`src/rtl/core/csb_pkg.sv`:
```
package csb_pkg;

  localparam int NUM_SLOTS  = 16;
  localparam int COUNT_BITS = 16;
  localparam int SLOT_W     = (NUM_SLOTS > 1) ? $clog2(NUM_SLOTS) : 1;

  localparam logic [COUNT_BITS-1:0] COUNT_MAX = '1;

  // operation codes
  localparam logic [2:0] OP_OPEN       = 3'd0;
  localparam logic [2:0] OP_CLOSE      = 3'd1;
  localparam logic [2:0] OP_UP         = 3'd2;
  localparam logic [2:0] OP_DOWN       = 3'd3;
  localparam logic [2:0] OP_OPEN_FIRST = 3'd4;

  // status codes
  localparam logic [1:0] ST_OK       = 2'd0;
  localparam logic [1:0] ST_INVALID  = 2'd1;
  localparam logic [1:0] ST_BLOCK    = 2'd2;
  localparam logic [1:0] ST_OVERFLOW = 2'd3;

  typedef struct packed {
    logic [2:0]  op;
    logic [7:0]  slot;
    logic [15:0] init_count;
  } req_t;

  typedef struct packed {
    logic [1:0]  status;
    logic [7:0]  slot_used;
    logic [15:0] count_after;
    logic        wake;
  } rsp_t;

  typedef struct packed {
    logic              found;
    logic [SLOT_W-1:0] idx;
  } free_t;

endpackage

```
`src/rtl/core/csb_ram.sv`:
```
module csb_ram #(
  parameter int WIDTH = 16,
  parameter int DEPTH = 16
) (
  input  logic                                       clk,
  input  logic                                       we,
  input  logic [((DEPTH > 1) ? $clog2(DEPTH) : 1)-1:0] waddr,
  input  logic [WIDTH-1:0]                           wdata,
  input  logic                                       re,
  input  logic [((DEPTH > 1) ? $clog2(DEPTH) : 1)-1:0] raddr,
  output logic [WIDTH-1:0]                           rdata
);

  logic [WIDTH-1:0] mem [DEPTH];
  logic [WIDTH-1:0] rdata_r;

  always_ff @(posedge clk) begin
    if (we) begin
      mem[waddr] <= wdata;
    end
    if (re) begin
      rdata_r <= mem[raddr];
    end
  end

  assign rdata = rdata_r;

endmodule

```
`src/rtl/core/csb_free_search.sv`:
```
module csb_free_search
  import csb_pkg::*;
(
  input  logic                 clk,
  input  logic [NUM_SLOTS-1:0] slot_open,
  output free_t                free
);

  free_t free_r;
  free_t free_nxt;

  // lowest closed slot wins
  always_comb begin
    free_nxt = '0;
    for (int i = NUM_SLOTS - 1; i >= 0; i--) begin
      if (!slot_open[i]) begin
        free_nxt.found = 1'b1;
        free_nxt.idx   = SLOT_W'(i);
      end
    end
  end

  always_ff @(posedge clk) begin
    free_r <= free_nxt;
  end

  assign free = free_r;

endmodule

```
`src/rtl/core/counting_semaphore_bank.sv`:
```
// channel   ports                         direction  item
// request   in_valid  in_ready  in_data   input      op, slot, init_count
// response  out_valid out_ready out_data  output     status, slot_used, count_after, wake
//
// per item, the accept edge issues the count memory read and
// the first-free search registers, the finishing edge writes back and loads the result
// the count memory read-modify-write sets the rate, one item in flight at a time
// rst_n (synchronous) closes every slot; count memory contents need no clearing
// a new item is taken while a finished result waits; execution holds only
// when the result register is still full
module counting_semaphore_bank
  import csb_pkg::*;
(
  input  logic clk,
  input  logic rst_n,
  input  logic in_valid,
  output logic in_ready,
  input  req_t in_data,
  output logic out_valid,
  input  logic out_ready,
  output rsp_t out_data
);

  typedef enum logic [1:0] {
    S_IDLE = 2'b01,
    S_EXEC = 2'b10
  } state_t;

  state_t state_r, state_nxt;

  // request held for the execute cycle
  req_t  req_r;
  logic  slot_ok_r;

  // open flags, one per slot
  logic [NUM_SLOTS-1:0] slot_open_r, slot_open_nxt;

  // result register
  logic out_valid_r, out_valid_nxt;
  rsp_t out_data_r, out_data_nxt;

  // count memory
  logic                  mem_we;
  logic [SLOT_W-1:0]     mem_waddr;
  logic [COUNT_BITS-1:0] mem_wdata;
  logic [COUNT_BITS-1:0] mem_rdata;

  free_t free;

  logic              accept;
  logic              exec_done;
  logic [SLOT_W-1:0] req_idx;
  logic [SLOT_W-1:0] in_idx;
  logic              cur_open;
  logic              init_big;
  logic [31:0]       init_ext;
  logic [COUNT_BITS-1:0] init_cnt;
  logic [COUNT_BITS-1:0] cnt_new;
  logic [31:0]       cnt_ext;
  rsp_t              rsp;

  assign in_ready = (state_r == S_IDLE);
  assign accept   = in_valid && in_ready;
  assign in_idx   = in_data.slot[SLOT_W-1:0];
  assign req_idx  = req_r.slot[SLOT_W-1:0];

  // result register must be free (or draining) to finish an item
  assign exec_done = (state_r == S_EXEC) && (!out_valid_r || out_ready);

  csb_ram #(
    .WIDTH (COUNT_BITS),
    .DEPTH (NUM_SLOTS)
  ) u_count_mem (
    .clk   (clk),
    .we    (mem_we),
    .waddr (mem_waddr),
    .wdata (mem_wdata),
    .re    (accept),
    .raddr (in_idx),
    .rdata (mem_rdata)
  );

  // registered every cycle; open flags only move on exec_done
  csb_free_search u_free_search (
    .clk       (clk),
    .slot_open (slot_open_r),
    .free      (free)
  );

  // capture request
  always_ff @(posedge clk) begin
    if (accept) begin
      req_r     <= in_data;
      slot_ok_r <= ({1'b0, in_data.slot} < 9'(NUM_SLOTS));
    end
  end

  // init count range and width adjust
  assign init_ext = 32'(req_r.init_count);
  assign init_big = init_ext > 32'(COUNT_MAX);
  assign init_cnt = init_ext[COUNT_BITS-1:0];
  assign cur_open = slot_open_r[req_idx];

  // operation decode and count update
  always_comb begin
    rsp           = '0;
    rsp.status    = ST_INVALID;
    rsp.slot_used = req_r.slot;
    slot_open_nxt = slot_open_r;
    mem_we        = 1'b0;
    mem_waddr     = req_idx;
    cnt_new       = init_cnt;

    unique case (req_r.op)
      OP_OPEN: begin
        if (slot_ok_r && !cur_open && !init_big) begin
          slot_open_nxt[req_idx] = 1'b1;
          mem_we                 = 1'b1;
          rsp.status             = ST_OK;
          rsp.count_after        = req_r.init_count;
        end
      end
      OP_CLOSE: begin
        if (slot_ok_r) begin
          slot_open_nxt[req_idx] = 1'b0;
          rsp.status             = ST_OK;
        end
      end
      OP_UP: begin
        if (slot_ok_r && cur_open) begin
          if (mem_rdata == COUNT_MAX) begin
            // already saturated, nothing to write
            rsp.status = ST_OVERFLOW;
          end else begin
            cnt_new         = mem_rdata + COUNT_BITS'(1);
            mem_we          = 1'b1;
            rsp.status      = ST_OK;
            rsp.count_after = cnt_ext[15:0];
            rsp.wake        = (mem_rdata == '0);
          end
        end
      end
      OP_DOWN: begin
        if (slot_ok_r && cur_open) begin
          if (mem_rdata == '0) begin
            rsp.status = ST_BLOCK;
          end else begin
            cnt_new         = mem_rdata - COUNT_BITS'(1);
            mem_we          = 1'b1;
            rsp.status      = ST_OK;
            rsp.count_after = cnt_ext[15:0];
          end
        end
      end
      OP_OPEN_FIRST: begin
        rsp.slot_used = 8'd0;
        mem_waddr     = free.idx;
        if (!init_big && free.found) begin
          slot_open_nxt[free.idx] = 1'b1;
          mem_we                  = 1'b1;
          rsp.status              = ST_OK;
          rsp.slot_used           = 8'(free.idx);
          rsp.count_after         = req_r.init_count;
        end
      end
      default: begin
        rsp.status = ST_INVALID;
      end
    endcase

    // only commit on the finishing cycle
    if (!exec_done) begin
      mem_we        = 1'b0;
      slot_open_nxt = slot_open_r;
    end
  end

  assign cnt_ext   = 32'(cnt_new);
  assign mem_wdata = cnt_new;

  // sequencing and result register
  always_comb begin
    state_nxt     = state_r;
    out_valid_nxt = out_valid_r;
    out_data_nxt  = out_data_r;

    if (out_valid_r && out_ready) begin
      out_valid_nxt = 1'b0;
    end

    unique case (state_r)
      S_IDLE: begin
        if (accept) begin
          state_nxt = S_EXEC;
        end
      end
      S_EXEC: begin
        if (exec_done) begin
          out_valid_nxt = 1'b1;
          out_data_nxt  = rsp;
          state_nxt     = S_IDLE;
        end
      end
      default: begin
        state_nxt = S_IDLE;
      end
    endcase
  end

  always_ff @(posedge clk) begin
    if (!rst_n) begin
      state_r     <= S_IDLE;
      out_valid_r <= 1'b0;
      slot_open_r <= '0;
    end else begin
      state_r     <= state_nxt;
      out_valid_r <= out_valid_nxt;
      slot_open_r <= slot_open_nxt;
    end
  end

  always_ff @(posedge clk) begin
    out_data_r <= out_data_nxt;
  end

  assign out_valid = out_valid_r;
  assign out_data  = out_data_r;

endmodule
```
`config.mk`:
```
export PLATFORM = sky130hd
export DESIGN_NAME = counting_semaphore_bank
export DESIGN_NICKNAME = d
export VERILOG_FILES = /design/src/rtl/core/csb_pkg.sv /design/src/rtl/core/csb_ram.sv /design/src/rtl/core/csb_free_search.sv /design/src/rtl/core/counting_semaphore_bank.sv
export SDC_FILE = /design/constraint.sdc
export NUM_CORES = 1
export LEC_CHECK = 0
export BUFFER_PORTS_ARGS = -buffer_cell sky130_fd_sc_hd__buf_4
export CAP_MARGIN = 15
export CORE_MARGIN = 1
export CORE_UTILIZATION = 39
export CTS_CLUSTER_DIAMETER = 150
export CTS_CLUSTER_SIZE = 14
export DETAILED_ROUTE_END_ITERATION = 7
export GPL_TIMING_DRIVEN = 0
export PLACE_DENSITY_LB_ADDON = 0.08
export SLEW_MARGIN = 20
export SYNTH_ARGS = -nofsm -noshare
export SYNTH_HDL_FRONTEND = slang
export SYNTH_SLANG_ARGS = --single-unit
```
`constraint.sdc`:
```
create_clock -name clk -period 5.6 [get_ports clk]
set_input_delay 0.28 -clock clk [delete_from_list [all_inputs] [get_ports clk]]
set_output_delay 0.28 -clock clk [all_outputs]
set_load 0.05 [all_outputs]
```
Word-level counts from Yosys, hierarchy flattened
Memory sizes are Yosys's and may differ from the RTL's. A register that Yosys moved wholly into a read port is not among the register bits.
Index checks and enable logic that the tools add are counted.

storage, ports and cells
  memories kept = 1
  output and inout bits = 29
  logic and storage cells = 129
  flip-flop bits (word level) = 79
  RAM bits = 256
  bits of input ports = 31

memory list
  memory           depth  bits a word  read ports  clocked after memory_dff  write ports  line           text
  u_count_mem.mem  16     16           1           1                         1            csb_ram.sv:14  logic [WIDTH-1:0] mem [DEPTH];

cells by class
  eq/ne operators = 12
  reduce and logical (&&, ||, !) cells = 24
  add/subtract/negate cells = 2
  $lt $le $gt $ge = 6
  muxes and demuxes = 62
  bitwise gates (word level) = 6

operator list
  kind                   count
  $mux 16                10
  $pmux 16 s4            1
  $pmux 16 s3            1
  $mux 17                2
  $mux 4                 8
  $or 16x16->16          2
  $pmux 16 s2            1
  $mux 25                1
  $mux 1                 18
  $add 16x1->16 const B  1
  $and 16x16->16         1
  $eq 16x16->1 const B   1
  $gt 16x16->1 const B   1
  $logic_not 16->1       1
  $mux 2                 8
  $not 16->16            1
  $sub 16x1->16 const B  1
  $reduce_and 15->1      1
  $mux 3                 4
  $lt 4x5->1 const B     2
  $pmux 2 s5             1
  $logic_and 1x1->1      9
  $demux 1 s4            2
  $ge 4x1->1 const B     2
  23 further kinds       32

Logic depth before layout (Yosys ltp)
  depth in word-level cells = 15
  mapped depth = 11
  depth with buffers taken out = 9

By module
From an unflattened synthesis, not the netlist that was laid out.

second synthesis, totals
  cell total of the unflattened synthesis = 908
  area, all modules = 14914.3 sq um

by module, submodules not included
  module                   seq. area each (sq um)  area each (sq um)  cells an instance  times used
  csb_ram                  8167.8                  10202.3            432                1
  counting_semaphore_bank  2031.9                  4448.0             439                1
  csb_free_search          100.1                   264.0              37                 1

Least setup slack after synthesis
OpenSTA, ideal clock, no wires.

  path kind = register -> register
  start point = register req_r, in the netlist req_idx[3]
  end point = memory u_count_mem.mem[4][0] (enable)
  setup slack = 2.361 ns
  arrival time = 2.851 ns
  buffers on the path = 3
  required time = 5.212 ns
  period minus slack after synthesis = 3.239 ns
  setup time = 0.388 ns
  stages on the path, launching flop included = 11
  path through = edfxtp_1 > buf_4 > buf_6 > mux2i_1 > mux4_2 > o22ai_2 > and2_1 > buf_2 > or3_4 > nand3_1 > nor2_1

between the ends
  word-level cells in the longest chain between the ends = 10
  elaborated cells between the ends (all ways) = 14
  classes of those cells = 10 x mux; 4 x reduce/logical

RTL lines
  element                          line                            text
  start, declared                  counting_semaphore_bank.sv:32   req_t req_r;
  start signal, assigned           counting_semaphore_bank.sv:93   req_r <= in_data;
  $bmux 1 s4                       counting_semaphore_bank.sv:102  assign cur_open = slot_open_r[req_idx];
  $mux 1 (implied by the code)     counting_semaphore_bank.sv:102
  $logic_not 1->1                  counting_semaphore_bank.sv:116  if (slot_ok_r && !cur_open && !init_big) begin
  $logic_and 1x1->1 (2 in series)  counting_semaphore_bank.sv:116
  $mux 1                           counting_semaphore_bank.sv:116
  $pmux 1 s4                       counting_semaphore_bank.sv:114  unique case (req_r.op)
  $mux 1                           counting_semaphore_bank.sv:172  if (!exec_done) begin
  $mux 1                           csb_ram.sv:18                   if (we) begin
  $mux 1 (implied by the code)     csb_ram.sv:19                   mem[waddr] <= wdata;
  end, declared                    csb_ram.sv:14

Parallel ways exist; a longest one is shown, timed or not. The select of a mux whose other input is x is not followed.

Worst setup path in the final report
  start point = register u_count_mem.rdata_r[0] (netlist: u_count_mem.rdata[0]), read port of u_count_mem.mem
  end point = memory u_count_mem.mem[8][5], data pin

between the ends
  word-level cells in the longest chain between the ends = 4
  elaborated cells between the ends (all ways) = 9
  classes of those cells = 2 x add/sub; 1 x eq/ne; 5 x mux; 1 x reduce/logical

RTL lines
  element                                line                                                            text
  start, declared                        csb_ram.sv:15                                                   logic [WIDTH-1:0] rdata_r;
  $sub 16x1->16 (tied with other cells)  counting_semaphore_bank.sv:148                                  cnt_new = mem_rdata - COUNT_BITS'(1);
  $mux 16, on equally long branches      counting_semaphore_bank.sv:145, counting_semaphore_bank.sv:131
  $mux 16, on equally long branches      counting_semaphore_bank.sv:144, counting_semaphore_bank.sv:130
  $pmux 16 s2 *                          counting_semaphore_bank.sv:114
  via cnt_new[5]                         counting_semaphore_bank.sv:58                                   logic [COUNT_BITS-1:0] cnt_new;

Mark *: on every way through the listed nets, which the timed path passes. The rest lies on a longest branch.

==> impl_results.md <==
- Setup Fix Bufs, Post-CTS: 0
- Site row count: 70
- Post-CTS Resized: 0
- Final setup fails: 0
- Max-slew violations: 0
- Synth cell types: 70
- Setup TNS: 0 ns
- Slowest stage delay, CP: 0.64 ns
- Comb pwr share: 6.8%
- Most frequent CP cell: nand3_1
- Slew HR: 28.5%
- Buf+Inv Stages, Crit Path: 1
- Area leader, netlist: edfxtp_1
- Sequential share of power: 56.4%
- Number of diodes: 0
- Syn Inst Count: 871
- Die area: 38300 um^2
- Fin. Hold Viols: 0
- DR vias: 8293
- Area growth, synth to finish: 15.7%
- CP Launch Type: register
- WHS: 0.0231 ns
- Die Wd: 196 um
- Yosys warns: 0
- Yosys reg bits: 351
- Count leader, synth: edfxtp_1
- Clock Latency Late Sink: 0.59 ns
- Critical Path Stages: 9
- Die H: 196 um
- Finished layout cell area: 16900 um^2
- Post-synth top cells: edfxtp_1 (327), mux4_2 (82), nand2_1 (67), nor2_1 (58), o21ai_0 (28)
- RSZ-0062 raised after global routing: false
- GPL Wtd Cong: 0.856
- Post-synthesis area per instance: 16.8 um^2
- Async set or reset register ratio after synthesis: 0%
- Critical Path RT: 5.74 ns
- Cell Area, Synth: 14600 um^2
- Clock power share: 36.9%
- Pint: 4.03 mW
- Fin crit period: 4.30 ns
- CP arrival: 4.44 ns
- R2R depth: 9
- Largest net degree at the start of global routing: 46
- # hold bufs at CTS: 27
- Run status: finished clean
- Most used flip-flop cell after synthesis: edfxtp_1
- CP Max Fanout: 16
- Sequential-to-total area share from yosys stat: 70.3%
- Worst slew pin tran: 1.07 ns
- Clock sinks: 351
- Area after DPL: 15800 um^2
- EDFF count, synth: 327
- Overflow left after global routing: 0
- Final Cycle Share: 76.8%
- Num CTS Buffers: 29
- CP top delay family: simple AND/OR/NAND/NOR gates
- CTS tree: built
- Clock tree buffer depth: 3
- VDD IR max: 0.213 mV
- CTS clock-pin slew for the worst setup and hold paths: 0.07 ns
- Vias in the first global route: 8358
- Fmax: 233 MHz
- Final wirelength: 35.6 mm
- Critical Path Slowest Stage Cell: nor3_1
- Crit Path Category: reg2reg
- Drt wl/cell: 24.1 um
- Hpwl dp: 22.9 mm
- Cell leakage power: 5.38 nW
- Hold depth: 3
- Core Area: 36800 um^2
- Sw Share: 22.5%
- Reg2reg setup slack: 1.30 ns
- Nets: 1021
- Maximum capacitance violations: 0
- GR Util All Layers: 19.0%
- Synth top area share: 67.1%
- Ports: 60
- Worst clock skew: 0.0237 ns
- P_sw: 1.17 mW
- Pre-CTS WS: 1.38 ns
- Final WS setup: 1.30 ns
- DRT Pass-1 Iters: 5
- Vias per cell: 5.61
- Post-synth net total: 904
- # DRC: 0
- Initial antenna violation count: 0
- Crit-path cells: ha_1, nand3_1, nor3_1, a31oi_1, nand2_1, buf_2, nor3b_1, nor4_1, nand3_1
- ANT nets after route: 0
- Pwr/cell area: 307 nW/um^2
- I/O Buffers: 58
- Drt initial violations: 696
- CTS H-tree depth: 1
- Worst Setup End Kind: register
- Fraction of layout cells with a size suffix above 1: 24.6%
- Global-route wire length before repair: 53.8 mm
- Type of the most critical hold path: in2reg
- Initial Util: 39.8%
- Top cells by area, synth: edfxtp_1 (67%), mux4_2 (13%), dfxtp_1 (3.3%)
- CTS root buf: clkbuf_16
==> power groups by stage <==
stage / Clock [mW] / Sequential [mW] / Combinational [mW]
global route: 2.05 / 2.93 / 0.382
floorplan: 0 / 2.99 / 0.206
detailed placement: 0 / 2.99 / 0.336
CTS: 1.96 / 2.93 / 0.352
global placement: 0 / 2.99 / 0.325
finish: 1.92 / 2.93 / 0.352
==> layout make-up <==
type                            count  area, um^2
Fill cell                        3214       19800
Sequential cell                   351       10300
Multi-Input combinational cell    460        4240
Clock buffer                       52         812
Timing Repair Buffer               86         713
Tap cell                          468         586
Buffer                             45         204
Inverter                           15        56.3
Clock inverter                      2        36.3
==> layer usage <==
| metal | share of wire [%] | global-route usage (%) | vias to the layer above |
|---|---|---|---|
| met5 | 0 | 0 | - |
| met4 | 2.6 | 5.21 | 0 |
| met3 | 5.4 | 3.40 | 58 |
| met2 | 48 | 31.4 | 261 |
| met1 | 44 | 25.8 | 4237 |
| li1 | - | - | 3737 |
==> layout by cell type, fill, tap and decap left out, types with 10 or more instances in the layout <==
master | netlist | routed
a31o_2 | 19 | 19
buf_2 | 9 | 10
nor3_1 | 12 | 12
a31oi_1 | 13 | 13
a21oi_1 | 26 | 22
nor2_1 | 58 | 40
clkbuf_1 | 22 | 45
nor2_4 | 0 | 16
edfxtp_1 | 327 | 327
dlygate4sd3_1 | 0 | 27
clkbuf_16 | 0 | 29
dfxtp_1 | 24 | 24
o21ai_0 | 28 | 28
nand2_1 | 67 | 67
buf_4 | 3 | 62
nand3_1 | 22 | 22
mux4_2 | 82 | 82
inv_1 | 15 | 15
==> worst register-to-register path: cells and delay by family, from the launching register on <==
family / cells / cell delay [ns]
buf+inv: 1 / 0.27
flops: 1 / 0.48
fa+ha+maj: 1 / 0.23
simple gates: 6 / 2.32
compound gates: 1 / 0.53
==> registers in the layout, summed over array words and instances, names as in the netlist <==
signal              cells
init_cnt               16
out_data               27
out_valid               1
u_count_mem.mem       256
u_free_search.free      5
req_idx                 4
slot_ok_r               1
state_r                 2
u_count_mem.rdata      16
req_r                   7
slot_open_r            16
==> logic make-up (layout without fill, tap and decap cells) <==
logic type,Yosys count,after routing,share of synthesized area (%)
AND/OR/NAND/NOR,220,220,7.42
multiplexers,91,91,13.2
AO/OA/AOI/OAI,137,137,6.49
buffers and inverters,60,200,1.74
adder cells (fa/ha/maj),2,2,0.171
flip-flops,351,351,70.3
XOR/XNOR,10,10,0.598
==> path summary, 6_finish.rpt <==
check | startpoint | end
worst max-delay path | u_count_mem.rdata[0] | u_count_mem.mem[8][5]
worst min-delay path | out_ready | out_valid
worst max register to register | u_count_mem.rdata[0] | u_count_mem.mem[8][5]
worst min register to register | req_r[21] | out_data[22]
==> per-stage QoR <==
stage	total power, mW	util [%]	std cells
floorplan	3.20	-	871
detailed placement	3.32	43.0	1398
global route	5.37	46.1	1479
finish	5.20	46.1	1479
CTS	5.24	46.0	1479
global placement	3.31	42.6	1397
(Power assumes the default switching activity.)
